[config.mk]
export PLATFORM = sky130hd
export DESIGN_NAME = ts_packet_stream_id_blocker_flat
export DESIGN_NICKNAME = d
export VERILOG_FILES = /design/src/hw/rtl/tsb_pkg.sv /design/src/hw/rtl/tsb_in_if.sv /design/src/hw/rtl/tsb_out_if.sv /design/src/hw/rtl/ts_packet_stream_id_blocker.sv /design/src/flat_wrapper.sv
export SDC_FILE = /design/constraint.sdc
export NUM_CORES = 2
export LEC_CHECK = 0
export BUFFER_PORTS_ARGS = -buffer_cell sky130_fd_sc_hd__buf_4
export CAP_MARGIN = 5
export CORE_MARGIN = 5
export CORE_UTILIZATION = 63
export CTS_CLUSTER_SIZE = 25
export DETAILED_ROUTE_END_ITERATION = 10
export PLACE_DENSITY_LB_ADDON = 0.1
export SETUP_SLACK_MARGIN = 0.3
export SKIP_LAST_GASP = 1
export SYNTH_ARGS = -nofsm -noshare
export SYNTH_HDL_FRONTEND = slang
export SYNTH_SLANG_ARGS = --single-unit
[constraint.sdc]
create_clock -name clk -period 4.82 [get_ports clk]
set_clock_uncertainty 0.15 [all_clocks]
set_input_delay 0.723 -clock clk [delete_from_list [all_inputs] [get_ports clk]]
set_output_delay 0.723 -clock clk [all_outputs]
set_load 0.02 [all_outputs]
[src/hw/rtl/tsb_pkg.sv]
// ----------------------------------------------------------------------------
// tsb_pkg
// Types and fixed constants of the transport-stream stream-id blocker.
// ----------------------------------------------------------------------------
package tsb_pkg;

  localparam logic [7:0] SYNC_BYTE     = 8'h47;
  localparam int         ERROR_BIT     = 7;
  localparam logic [7:0] PID_HIGH_MASK = 8'h1F;
  localparam logic [7:0] PAT_PID_BYTE  = 8'h00;
  localparam int         HEADER_BYTES  = 10;
  localparam int         HDR_IW        = $clog2(HEADER_BYTES);
  localparam logic [HDR_IW-1:0] HDR_LAST = HDR_IW'(HEADER_BYTES - 1);

  typedef enum logic {
    OP_STREAM      = 1'b0,
    OP_TABLE_WRITE = 1'b1
  } op_t;

  typedef enum logic {
    KIND_BYTE = 1'b0,
    KIND_STOP = 1'b1
  } kind_t;

  typedef enum logic [1:0] {
    ST_IDLE,
    ST_LOOKUP,
    ST_STOP,
    ST_EMIT
  } state_t;

endpackage

[src/hw/rtl/tsb_in_if.sv]
// ----------------------------------------------------------------------------
// tsb_in_if
// Input channel: stream bytes and block list writes, valid/ready transfer.
// ----------------------------------------------------------------------------
interface tsb_in_if;
  logic        valid;
  logic        ready;
  logic        operation;
  logic [7:0]  data_byte;
  logic [6:0]  entry_index;
  logic [15:0] entry_value;

  modport source (
    output valid, operation, data_byte, entry_index, entry_value,
    input  ready
  );
  modport sink (
    input  valid, operation, data_byte, entry_index, entry_value,
    output ready
  );
endinterface

[src/hw/rtl/tsb_out_if.sv]
// ----------------------------------------------------------------------------
// tsb_out_if
// Result channel: forwarded bytes and stop events, valid/ready transfer.
// ----------------------------------------------------------------------------
interface tsb_out_if;
  logic        valid;
  logic        ready;
  logic        kind;
  logic [7:0]  out_byte;
  logic        end_of_packet;
  logic        last_of_run;
  logic [15:0] stream_id;

  modport source (
    output valid, kind, out_byte, end_of_packet, last_of_run, stream_id,
    input  ready
  );
  modport sink (
    input  valid, kind, out_byte, end_of_packet, last_of_run, stream_id,
    output ready
  );
endinterface

[src/hw/rtl/ts_packet_stream_id_blocker.sv]
// Input: one transfer per cycle while idle and the output register is free; a
// forwarded byte is valid at the output in the next cycle and held for a stalled sink.
// Byte 9 of a passing packet stalls the input while the held header is released;
// for PID 0 with a non-empty list a walk of up to min(entry_count, TABLE_DEPTH)
// entries, one entry per cycle, comes first.
// Reset: synchronous, active low; clears control state, list is undefined.
// ----------------------------------------------------------------------------
// ts_packet_stream_id_blocker
// Transport-stream packet filter with a loadable list of blocked stream ids.
// ----------------------------------------------------------------------------
module ts_packet_stream_id_blocker #(
  parameter int TABLE_DEPTH  = 128,
  parameter int PACKET_BYTES = 188
) (
  input  logic       clk,
  input  logic       rst_n,
  tsb_in_if.sink     in_if,
  tsb_out_if.source  out_if,
  input  logic       cfg_we,
  input  logic [7:0] cfg_wdata
);

  localparam int CW = $clog2(TABLE_DEPTH + 1);
  localparam int NW = (CW > 8) ? CW : 8;
  localparam int AW = (TABLE_DEPTH > 1) ? $clog2(TABLE_DEPTH) : 1;

  // block list memory
  logic [15:0] mem [TABLE_DEPTH];
  logic [15:0] mem_rd_r;

  tsb_pkg::state_t state_r, state_nxt;

  logic [7:0]  entry_count_r;
  logic        in_packet_r, in_packet_nxt;
  logic [7:0]  pos_r, pos_nxt;
  logic        drop_r, drop_nxt;
  logic        halted_r, halted_nxt;
  logic        pid_zero_r, pid_zero_nxt;
  logic [7:0]  sid_hi_r, sid_hi_nxt;
  logic [15:0] sid_r, sid_nxt;
  logic        emit_last_r, emit_last_nxt;
  logic [NW-1:0] idx_r, idx_nxt;
  logic        rd_pend_r, rd_pend_nxt;
  logic [tsb_pkg::HDR_IW-1:0] emit_idx_r, emit_idx_nxt;
  logic [7:0]  hdr_r [tsb_pkg::HEADER_BYTES];

  logic        out_valid_r, out_valid_nxt;
  tsb_pkg::kind_t kind_r, kind_nxt;
  logic [7:0]  obyte_r, obyte_nxt;
  logic        eop_r, eop_nxt;
  logic        olast_r, olast_nxt;
  logic [15:0] osid_r, osid_nxt;

  logic          slot_free, in_ready, in_fire, byte_acc, tbl_we;
  logic          lk_hit, lk_issue, lk_done, emit_go, stop_go;
  logic          start_lookup, start_emit, byte_out, hdr_we, last_byte, drop_eff;
  logic [NW-1:0] ec_w, n_w;
  logic [AW-1:0] wr_addr, rd_addr;

  assign slot_free = !out_valid_r || out_if.ready;
  assign in_fire   = in_if.valid && in_ready;
  assign byte_acc  = in_fire && (in_if.operation == tsb_pkg::OP_STREAM) && !halted_r;
  assign tbl_we    = in_fire && (in_if.operation == tsb_pkg::OP_TABLE_WRITE) &&
                     (32'(in_if.entry_index) < TABLE_DEPTH);
  assign wr_addr   = AW'(in_if.entry_index);
  assign rd_addr   = idx_r[AW-1:0];
  assign ec_w      = NW'(entry_count_r);
  assign n_w       = (ec_w > NW'(TABLE_DEPTH)) ? NW'(TABLE_DEPTH) : ec_w;
  assign last_byte = (9'(pos_r) + 9'd1) >= 9'(PACKET_BYTES);
  assign drop_eff  = (pos_r == 8'd1) ? in_if.data_byte[tsb_pkg::ERROR_BIT] : drop_r;

  assign in_if.ready          = in_ready;
  assign out_if.valid         = out_valid_r;
  assign out_if.kind          = kind_r;
  assign out_if.out_byte      = obyte_r;
  assign out_if.end_of_packet = eop_r;
  assign out_if.last_of_run   = olast_r;
  assign out_if.stream_id     = osid_r;

  // next state
  always_comb begin
    state_nxt = state_r;
    unique case (state_r)
      tsb_pkg::ST_IDLE: begin
        if (start_lookup) begin
          state_nxt = tsb_pkg::ST_LOOKUP;
        end else if (start_emit) begin
          state_nxt = tsb_pkg::ST_EMIT;
        end
      end
      tsb_pkg::ST_LOOKUP: begin
        if (lk_hit) begin
          state_nxt = tsb_pkg::ST_STOP;
        end else if (lk_done) begin
          state_nxt = tsb_pkg::ST_EMIT;
        end
      end
      tsb_pkg::ST_STOP: begin
        if (slot_free) begin
          state_nxt = tsb_pkg::ST_IDLE;
        end
      end
      tsb_pkg::ST_EMIT: begin
        if (slot_free && emit_idx_r == tsb_pkg::HDR_LAST) begin
          state_nxt = tsb_pkg::ST_IDLE;
        end
      end
      default: state_nxt = tsb_pkg::ST_IDLE;
    endcase
  end

  // state outputs; list memory is not read while input transfers are taken
  always_comb begin
    in_ready = 1'b0;
    lk_hit   = 1'b0;
    lk_issue = 1'b0;
    lk_done  = 1'b0;
    emit_go  = 1'b0;
    stop_go  = 1'b0;
    unique case (state_r)
      tsb_pkg::ST_IDLE: in_ready = slot_free;
      tsb_pkg::ST_LOOKUP: begin
        lk_hit   = rd_pend_r && (mem_rd_r == sid_r);
        lk_issue = !lk_hit && (idx_r < n_w);
        lk_done  = !lk_hit && (idx_r >= n_w);
      end
      tsb_pkg::ST_STOP: stop_go = slot_free;
      tsb_pkg::ST_EMIT: emit_go = slot_free;
      default: in_ready = 1'b0;
    endcase
  end

  // stream datapath
  always_comb begin
    in_packet_nxt = in_packet_r;
    pos_nxt       = pos_r;
    drop_nxt      = drop_r;
    halted_nxt    = halted_r;
    pid_zero_nxt  = pid_zero_r;
    sid_hi_nxt    = sid_hi_r;
    sid_nxt       = sid_r;
    emit_last_nxt = emit_last_r;
    start_lookup  = 1'b0;
    start_emit    = 1'b0;
    byte_out      = 1'b0;
    hdr_we        = 1'b0;

    if (byte_acc) begin
      if (!in_packet_r) begin
        if (in_if.data_byte == tsb_pkg::SYNC_BYTE) begin
          in_packet_nxt = 1'b1;
          pos_nxt       = 8'd1;
          drop_nxt      = 1'b0;
          hdr_we        = 1'b1;
        end
      end else begin
        drop_nxt = drop_eff;
        hdr_we   = pos_r < 8'(tsb_pkg::HEADER_BYTES);
        if (pos_r == 8'd1) begin
          pid_zero_nxt = (in_if.data_byte & tsb_pkg::PID_HIGH_MASK) == tsb_pkg::PAT_PID_BYTE;
        end
        if (pos_r == 8'd2) begin
          pid_zero_nxt = pid_zero_r && (in_if.data_byte == tsb_pkg::PAT_PID_BYTE);
        end
        if (pos_r == 8'd8) begin
          sid_hi_nxt = in_if.data_byte;
        end
        if (pos_r == 8'(tsb_pkg::HEADER_BYTES - 1)) begin
          sid_nxt       = {sid_hi_r, in_if.data_byte};
          emit_last_nxt = last_byte;
          if (!drop_eff) begin
            if (pid_zero_r && n_w != '0) begin
              start_lookup = 1'b1;
            end else begin
              start_emit = 1'b1;
            end
          end
        end else if (pos_r >= 8'(tsb_pkg::HEADER_BYTES)) begin
          byte_out = !drop_eff;
        end
        if (last_byte) begin
          in_packet_nxt = 1'b0;
          pos_nxt       = '0;
        end else begin
          pos_nxt = pos_r + 8'd1;
        end
      end
    end

    if (stop_go) begin
      halted_nxt    = 1'b1;
      in_packet_nxt = 1'b0;
      pos_nxt       = '0;
    end
  end

  // lookup and release counters
  always_comb begin
    idx_nxt      = idx_r;
    emit_idx_nxt = emit_idx_r;
    rd_pend_nxt  = lk_issue;
    if (start_lookup) begin
      idx_nxt = '0;
    end else if (lk_issue) begin
      idx_nxt = idx_r + NW'(1);
    end
    if (start_emit || lk_done) begin
      emit_idx_nxt = '0;
    end else if (emit_go) begin
      emit_idx_nxt = emit_idx_r + tsb_pkg::HDR_IW'(1);
    end
  end

  // output register
  always_comb begin
    out_valid_nxt = out_valid_r;
    kind_nxt      = kind_r;
    obyte_nxt     = obyte_r;
    eop_nxt       = eop_r;
    olast_nxt     = olast_r;
    osid_nxt      = osid_r;
    priority if (byte_out) begin
      out_valid_nxt = 1'b1;
      kind_nxt      = tsb_pkg::KIND_BYTE;
      obyte_nxt     = in_if.data_byte;
      eop_nxt       = last_byte;
      olast_nxt     = 1'b1;
      osid_nxt      = '0;
    end else if (emit_go) begin
      out_valid_nxt = 1'b1;
      kind_nxt      = tsb_pkg::KIND_BYTE;
      obyte_nxt     = hdr_r[emit_idx_r];
      eop_nxt       = (emit_idx_r == tsb_pkg::HDR_LAST) && emit_last_r;
      olast_nxt     = emit_idx_r == tsb_pkg::HDR_LAST;
      osid_nxt      = '0;
    end else if (stop_go) begin
      out_valid_nxt = 1'b1;
      kind_nxt      = tsb_pkg::KIND_STOP;
      obyte_nxt     = '0;
      eop_nxt       = 1'b0;
      olast_nxt     = 1'b1;
      osid_nxt      = sid_r;
    end else if (out_if.ready) begin
      out_valid_nxt = 1'b0;
    end
  end

  always_ff @(posedge clk) begin
    if (!rst_n) begin
      state_r       <= tsb_pkg::ST_IDLE;
      entry_count_r <= '0;
      in_packet_r   <= 1'b0;
      pos_r         <= '0;
      drop_r        <= 1'b0;
      halted_r      <= 1'b0;
      idx_r         <= '0;
      rd_pend_r     <= 1'b0;
      emit_idx_r    <= '0;
      out_valid_r   <= 1'b0;
    end else begin
      state_r     <= state_nxt;
      if (cfg_we) begin
        entry_count_r <= cfg_wdata;
      end
      in_packet_r <= in_packet_nxt;
      pos_r       <= pos_nxt;
      drop_r      <= drop_nxt;
      halted_r    <= halted_nxt;
      idx_r       <= idx_nxt;
      rd_pend_r   <= rd_pend_nxt;
      emit_idx_r  <= emit_idx_nxt;
      out_valid_r <= out_valid_nxt;
    end
  end

  always_ff @(posedge clk) begin
    pid_zero_r  <= pid_zero_nxt;
    sid_hi_r    <= sid_hi_nxt;
    sid_r       <= sid_nxt;
    emit_last_r <= emit_last_nxt;
    kind_r      <= kind_nxt;
    obyte_r     <= obyte_nxt;
    eop_r       <= eop_nxt;
    olast_r     <= olast_nxt;
    osid_r      <= osid_nxt;
    if (hdr_we) begin
      hdr_r[pos_r[tsb_pkg::HDR_IW-1:0]] <= in_if.data_byte;
    end
  end

  always_ff @(posedge clk) begin
    if (tbl_we) begin
      mem[wr_addr] <= in_if.entry_value;
    end
    if (lk_issue) begin
      mem_rd_r <= mem[rd_addr];
    end
  end

  a_stop_halts: assert property (@(posedge clk) disable iff (!rst_n)
    (out_valid_r && kind_r == tsb_pkg::KIND_STOP) |-> halted_r)
    else $error("stop event without halt");

  a_halt_sticky: assert property (@(posedge clk) disable iff (!rst_n)
    halted_r |=> halted_r)
    else $error("halt cleared without reset");

  a_lookup_ctx: assert property (@(posedge clk) disable iff (!rst_n)
    (state_r == tsb_pkg::ST_LOOKUP) |-> (in_packet_r && !drop_r &&
      pos_r == 8'(tsb_pkg::HEADER_BYTES)))
    else $error("list lookup outside a passing header");

  a_pend_in_lookup: assert property (@(posedge clk) disable iff (!rst_n)
    rd_pend_r |-> (state_r == tsb_pkg::ST_LOOKUP))
    else $error("list read data outside lookup");

  a_emit_range: assert property (@(posedge clk) disable iff (!rst_n)
    (state_r == tsb_pkg::ST_EMIT) |-> (emit_idx_r <= tsb_pkg::HDR_LAST))
    else $error("header release index out of range");

endmodule

[src/flat_wrapper.sv]
// flat-port wrapper written by rule: the top's interface ports become plain ports
module ts_packet_stream_id_blocker_flat 
#(
  parameter int TABLE_DEPTH  = 128,
  parameter int PACKET_BYTES = 188
)
  (clk, rst_n, cfg_we, cfg_wdata, in_if_valid, in_if_operation, in_if_data_byte, in_if_entry_index, in_if_entry_value, in_if_ready, out_if_valid, out_if_kind, out_if_out_byte, out_if_end_of_packet, out_if_last_of_run, out_if_stream_id, out_if_ready);
  tsb_in_if in_if_i ();
  tsb_out_if out_if_i ();
  input  logic clk;
  input  logic rst_n;
  input  logic cfg_we;
  input  logic [7:0] cfg_wdata;
  input wire logic [$bits(in_if_i.valid)-1:0] in_if_valid;
  input wire logic [$bits(in_if_i.operation)-1:0] in_if_operation;
  input wire logic [$bits(in_if_i.data_byte)-1:0] in_if_data_byte;
  input wire logic [$bits(in_if_i.entry_index)-1:0] in_if_entry_index;
  input wire logic [$bits(in_if_i.entry_value)-1:0] in_if_entry_value;
  output wire logic [$bits(in_if_i.ready)-1:0] in_if_ready;
  output wire logic [$bits(out_if_i.valid)-1:0] out_if_valid;
  output wire logic [$bits(out_if_i.kind)-1:0] out_if_kind;
  output wire logic [$bits(out_if_i.out_byte)-1:0] out_if_out_byte;
  output wire logic [$bits(out_if_i.end_of_packet)-1:0] out_if_end_of_packet;
  output wire logic [$bits(out_if_i.last_of_run)-1:0] out_if_last_of_run;
  output wire logic [$bits(out_if_i.stream_id)-1:0] out_if_stream_id;
  input wire logic [$bits(out_if_i.ready)-1:0] out_if_ready;
  assign in_if_i.valid = in_if_valid;
  assign in_if_i.operation = in_if_operation;
  assign in_if_i.data_byte = in_if_data_byte;
  assign in_if_i.entry_index = in_if_entry_index;
  assign in_if_i.entry_value = in_if_entry_value;
  assign in_if_ready = in_if_i.ready;
  assign out_if_valid = out_if_i.valid;
  assign out_if_kind = out_if_i.kind;
  assign out_if_out_byte = out_if_i.out_byte;
  assign out_if_end_of_packet = out_if_i.end_of_packet;
  assign out_if_last_of_run = out_if_i.last_of_run;
  assign out_if_stream_id = out_if_i.stream_id;
  assign out_if_i.ready = out_if_ready;
  ts_packet_stream_id_blocker #(.TABLE_DEPTH(TABLE_DEPTH), .PACKET_BYTES(PACKET_BYTES)) u_core (.clk(clk), .rst_n(rst_n), .in_if(in_if_i), .out_if(out_if_i), .cfg_we(cfg_we), .cfg_wdata(cfg_wdata));
endmodule
# == Yosys cells after proc, flatten, opt, wreduce, memory -nomap -nowiden ==
# Memory sizes are Yosys's and may differ from the RTL's. A register that Yosys moved wholly into a read port is not among the register bits.
# Index checks and enable logic that the tools add are counted.
# totals
register_bits,88
latchBits,0
ram_bits,2128
rom_bits,0
output_inout_bits,29
wordCells,141
mem_count,2
# mem_list
memory,depth,word_bits,rd,rd_ports_with_merged_regs,wr,line,text
u_core.mem,128,16,1,1,1,ts_packet_stream_id_blocker.sv:28,logic [15:0] mem [TABLE_DEPTH];
u_core.hdr_r,10,8,1,1,1,ts_packet_stream_id_blocker.sv:45,logic [7:0] hdr_r [tsb_pkg::HEADER_BYTES];
# classes
add_sub_neg,4
mul,0
div_mod_pow,0
n_lt_le_gt_ge,6
eq_ne,14
shift,0
n_mux,59
n_bitwise,2
n_reduce_logical,35
# ops
op,count
two-way mux 8 bit,7
two-way mux 1 bit,43
"adder 8 x 1 -> 8 bit, second input constant",2
== test 16 bit,1
"== test 8 x 4 -> 1 bit, second input constant",2
logical NOT 8 bit,2
two-way mux 2 bit,6
logical AND 1 bit,11
"adder 8 x 1 -> 9 bit, second input constant",1
"greater-or-equal comparator 9 x 8 -> 1 bit, second input constant",1
AND reduction 3 bit,3
"== test 8 x 1 -> 1 bit, second input constant",1
"== test 8 x 2 -> 1 bit, second input constant",1
"== test 8 x 7 -> 1 bit, second input constant",1
"greater-or-equal comparator 8 x 4 -> 1 bit, second input constant",1
greater-or-equal comparator 8 bit,1
"greater-than comparator 8 bit, second input constant",1
"< comparator 8 x 4 -> 1 bit, second input constant",1
< comparator 8 bit,1
two-way mux 4 bit,2
case mux 2 bit (4 select lines),1
nonzero test 8 bit,1
OR reduction 2 bit,4
"inequality test 3 x 1 -> 1 bit, second input constant",2
other kinds (14),23

# == Depth between registers and ports, before layout ==
# depth
depth_word,12
ltp_mapped,13
ltp_nobuf,9

# == Worst setup path after synthesis ==
# Ideal clock, no wire load.
# synth_path
path_type,register to register
from,register u_core.idx_r[0]
to,register u_core.mem_rd_r[0] (read register of u_core.mem) (enable)
arrival_time_ns,3.402
required_time_ns,4.259
path_slack_ns,0.858
stages_incl_launch_ff,13
n_path_buf,5
synth_period_minus_slack_ns,3.962
path_cell_list,dfxtp_1 -> buf_4 -> buf_4 -> buf_4 -> clkinv_1 -> clkbuf_1 -> ha_1 -> nor2b_1 -> o21a_1 -> o21ai_0 -> a21oi_1 -> clkbuf_1 -> nor3_1
# synth_via
elab_chain_len,3
# synth_lines
element,line,text
start: declaration,ts_packet_stream_id_blocker.sv:42,"logic [NW-1:0] idx_r, idx_nxt;"
start signal: assignment,ts_packet_stream_id_blocker.sv:269,idx_r <= idx_nxt;
< comparator 8 bit,ts_packet_stream_id_blocker.sv:124,lk_issue = !lk_hit && (idx_r < n_w);
logical AND 1 bit,ts_packet_stream_id_blocker.sv:124,
two-way mux 1 bit,ts_packet_stream_id_blocker.sv:120,unique case (state_r)
named net u_core.lk_issue,ts_packet_stream_id_blocker.sv:55,"logic lk_hit, lk_issue, lk_done, emit_go, stop_go;"
end: declaration,ts_packet_stream_id_blocker.sv:29,logic [15:0] mem_rd_r;
# The timed path passes the listed nets, and every way through them passes these cells.
# A chain may end at the register's enable or synchronous reset.

# == Worst setup path in the final report ==
# layout_path
from,register u_core.idx_r[2]
to,"register u_core.mem_rd_r[6] (read register of u_core.mem), data pin"
# layout_via
elab_chain_len,3
# layout_lines
element,line
< comparator 8 bit,ts_packet_stream_id_blocker.sv:124
logical AND 1 bit,ts_packet_stream_id_blocker.sv:124
two-way mux 1 bit,ts_packet_stream_id_blocker.sv:120
# Several ways; a longest one is shown, not always the timed one.

==> out/results.txt <==
Syn Area/Cell: 21.0 sq um
hpwl dp: 141000 um
Fin. Hold Viols: 0
1st-pass router iterations: 6
fraction of the yosys area taken by sequential cells: 76.7%
most used flip-flop cell after synthesis: edfxtp_1
max layer used: met5
number of enable-type register cells in the synthesized netlist: 2179
Slew HR: 16.7%
Reg power frac: 55.6%
drt drc: 0
buffer type at the clock tree root: clkbuf_16
MaxCap Viol Count: 0
nets in the synthesized netlist: 4182
footprint of the flip-flops and latches: 66600 sq um
post-synthesis sequential element count: 2236
Filler Cells Inserted: 8147
Final nets: 4548
data arrival time of the worst path: 4.65 ns
met1 WL: 86900 um
antenna viol nets, final: 0
standard cell core area: 137000 sq um
layout cells sized above 1: 26.8%
maximum number of pins on one net before global-route repair: 129
net switching power of the design: 7580 uW
Overflow after GRT: 0
number of antenna violations at the first check in global routing: 9
ports placed on the boundary: 74
Crit Path Class: reg -> reg
All-Layer GR Usage: 31.6%
portion of total power attributed to combinational logic: 1.5%
initial drt markers: 6618
outcome: finished, final reports clean
clock latency at the later pin of the worst-skew pair: 0.86 ns
maximum fanout count along the critical path: 33
RSZ-0062 raised after global routing: no
total of cells resized after clock tree synthesis: 0
CP Launch Type: register
CTS tree: built
number of max-slew violations in the final report: 0
series of cell instances along the critical path: clkinv_2 -> buf_4 -> a21oi_1 -> a221oi_1 -> a211oi_1 -> o21ai_0 -> o22a_1
area occupied by multi-input gates: 19000 sq um
number of cells produced by synthesis: 4122
synth unique cells: 73
peak per-stage delay on the critical path: 0.81 ns
final instance area: 97900 sq um
Die Ht: 381 um
per-cell routed wire length: 35.1 um
sink count of the clock tree: 2236
top post-synthesis cells by area: edfxtp_1 (75%), mux4_2 (13%), dfxtp_1 (1.3%), mux2i_1 (1.3%), nor2_1 (0.74%)
non-filler cells in the finished layout: 6464
IO buf count: 73
number of CTS-inserted buffers: 212
Placed Cells incl. Taps: 6058
Die Wd: 381 um
met3 WL post-DR: 27600 um
Clk network pwr share: 42.9%
slowest cell on the critical path: dfxtp_4
Hold Path Class: in -> reg
Final min period: 4.21 ns
overall power consumption: 38400 uW
final weighted congestion of routability-driven global placement: 0.913
final core area utilization: 71.4%
Leak: 0.0304 uW
area grow syn2layout: 12.9%
vias after detailed routing: 44.9k
starting density of the core: 63.2%
peak supply drop: 0.381 mV
die area: 145000 sq um
Netlist Area Pre-Place: 86700 sq um
placement row count: 136
power density over the cells: 392 nW/um^2
vias per cell: 6.95
accumulated negative setup slack: 0 ns
post-route clock period utilization: 87.4%
YS warnings: 0
wire length reported by the detailed router: 227000 um
slew at the pin closest to its max-slew limit: 1.24 ns
Yosys top cell area share: 75.4%
fraction of power spent switching nets: 19.7%
first-pass GRT wire length: 324000 um
Placed Instance Area: 90900 sq um
total buffers and inverters traversed by the critical path: 2
critical path's top delay family: compound AO/OA/AOI/OAI gates
Required @ worst endpoint: 5.26 ns
clock-pin slew reported for the worst setup and hold paths after clock tree synthesis: 0.06 ns
final-report setup violation count: 0
share of synthesized registers carrying an async set or reset: 0%
maximum number of buffers from clock root to sink: 3
CTS HTree Levels: 4
DR WL met2: 104000 um
post-synthesis cell type with the largest combined area: edfxtp_1
sort of element at the end of the critical path: register
vias in the first global route: 43.5k
Max Fclk: 237 MHz
internal power: 30800 uW
[through the flow]
| stage | setup slack [ns] | hold slack, ns |
|---|---|---|
| CTS | 0.740 | 0.00584 |
| global placement | 0.821 | 0.254 |
| detailed placement | 0.756 | 0.255 |
| global route | 0.552 | 0.0278 |
| finish | 0.609 | 0.0585 |
| floorplan | 0.858 | 0.250 |
[flip-flops by register name, summed over array words and instances, names as in the netlist, 2 cells and up, named ones only]
name	cells
u_core.mem	2048
u_core.hdr_r	80
u_core.mem_rd_r	16
u_core.out_if.stream_id	16
u_core.sid_r	16
u_core.ec_w	8
u_core.idx_r	8
u_core.out_if.out_byte	8
u_core.pos_r	8
u_core.sid_hi_r	8
u_core.emit_idx_r	4
u_core.state_r	2
[placed cells by master, fill, tap and decap left out, types with 32 or more instances in the layout]
cell type,Yosys,layout
a21oi_1,111,111
clkbuf_1,76,54
nand2_1,152,152
clkinv_2,0,32
clkinv_1,3,51
buf_4,51,343
nand3_1,32,32
dfxtp_1,57,50
mux4_2,519,519
o21ai_0,66,66
edfxtp_1,2179,2179
a211oi_1,38,38
mux2_2,40,40
nor2_1,172,158
a22oi_1,52,52
nor2b_1,56,54
clkbuf_16,0,217
mux2i_1,109,109
[cells by family (layout without fill, tap and decap cells)]
| family | after synthesis | count (layout) | share of synthesized area (%) |
|---|---|---|---|
| fa+ha+maj | 15 | 15 | 0.216 |
| xor+xnor | 21 | 21 | 0.212 |
| other cells | 0 | 3 | 0 |
| compound gates | 441 | 441 | 3.47 |
| mux | 669 | 669 | 15.3 |
| buf+inv | 240 | 785 | 1.44 |
| flops | 2236 | 2236 | 76.7 |
| simple gates | 500 | 500 | 2.65 |
[layer usage]
| layer | up-vias | GRT usage (%) |
|---|---|---|
| li1 | 18000 | - |
| met1 | 23600 | 47.3 |
| met2 | 2990 | 46.9 |
| met3 | 415 | 8.02 |
| met4 | 6 | 10.1 |
| met5 | - | 0 |
[power groups by stage]
stage | sequential [uW] | combinational, uW | clock [uW]
floorplan | 21800 | 77.9 | 0
global placement | 21800 | 542 | 0
detailed placement | 21800 | 560 | 0
CTS | 21400 | 566 | 16700
global route | 21400 | 600 | 17500
finish | 21400 | 569 | 16500
[timing repair]
action | 4_1_cts | 5_1_grt
endpoints found under the hold margin | 21 | 0
hold buffers | 10 | 0
buffers inserted | 0 | 0
[path summary, 6_finish.rpt]
path | start | endpoint | slack (ns) | depth (start not counted)
max | u_core.idx_r[2] | u_core.mem_rd_r[6] | 0.61 | 7
min reg2reg | u_core.sid_hi_r[4] | u_core.sid_r[12] | 0.27 | 0
min | in_if_data_byte[3] | u_core.hdr_r[7][3] | 0.06 | 1
max reg2reg | u_core.idx_r[2] | u_core.mem_rd_r[6] | 0.61 | 7
[cells in the mapped netlist, drive strengths merged, types with 17 or more instances]
master  count
edfxtp   2179
mux4      519
nor2      172
nand2     152
buf       147
a21oi     111
mux2i     109
clkbuf     76
o21ai      70
dfxtp      57
nor2b      56
a22oi      52
mux2       41
a211oi     38
nand3      33
a22o       25
a221oi     20
xor2       19
a311oi     17
a31oi      17
and2       17
nor3       17
[cell type report]
type / instances / area share, %
sequential: 2236 / 68.0
inverter: 17 / 0.0677
clock buffer: 278 / 5.85
tap: 1794 / 2.29
timing repair buffer: 375 / 3.18
multi-input combinational: 1646 / 19.4
antenna: 3 / 0.00767
clock inverter: 115 / 1.19
(Power assumes the default switching activity.)
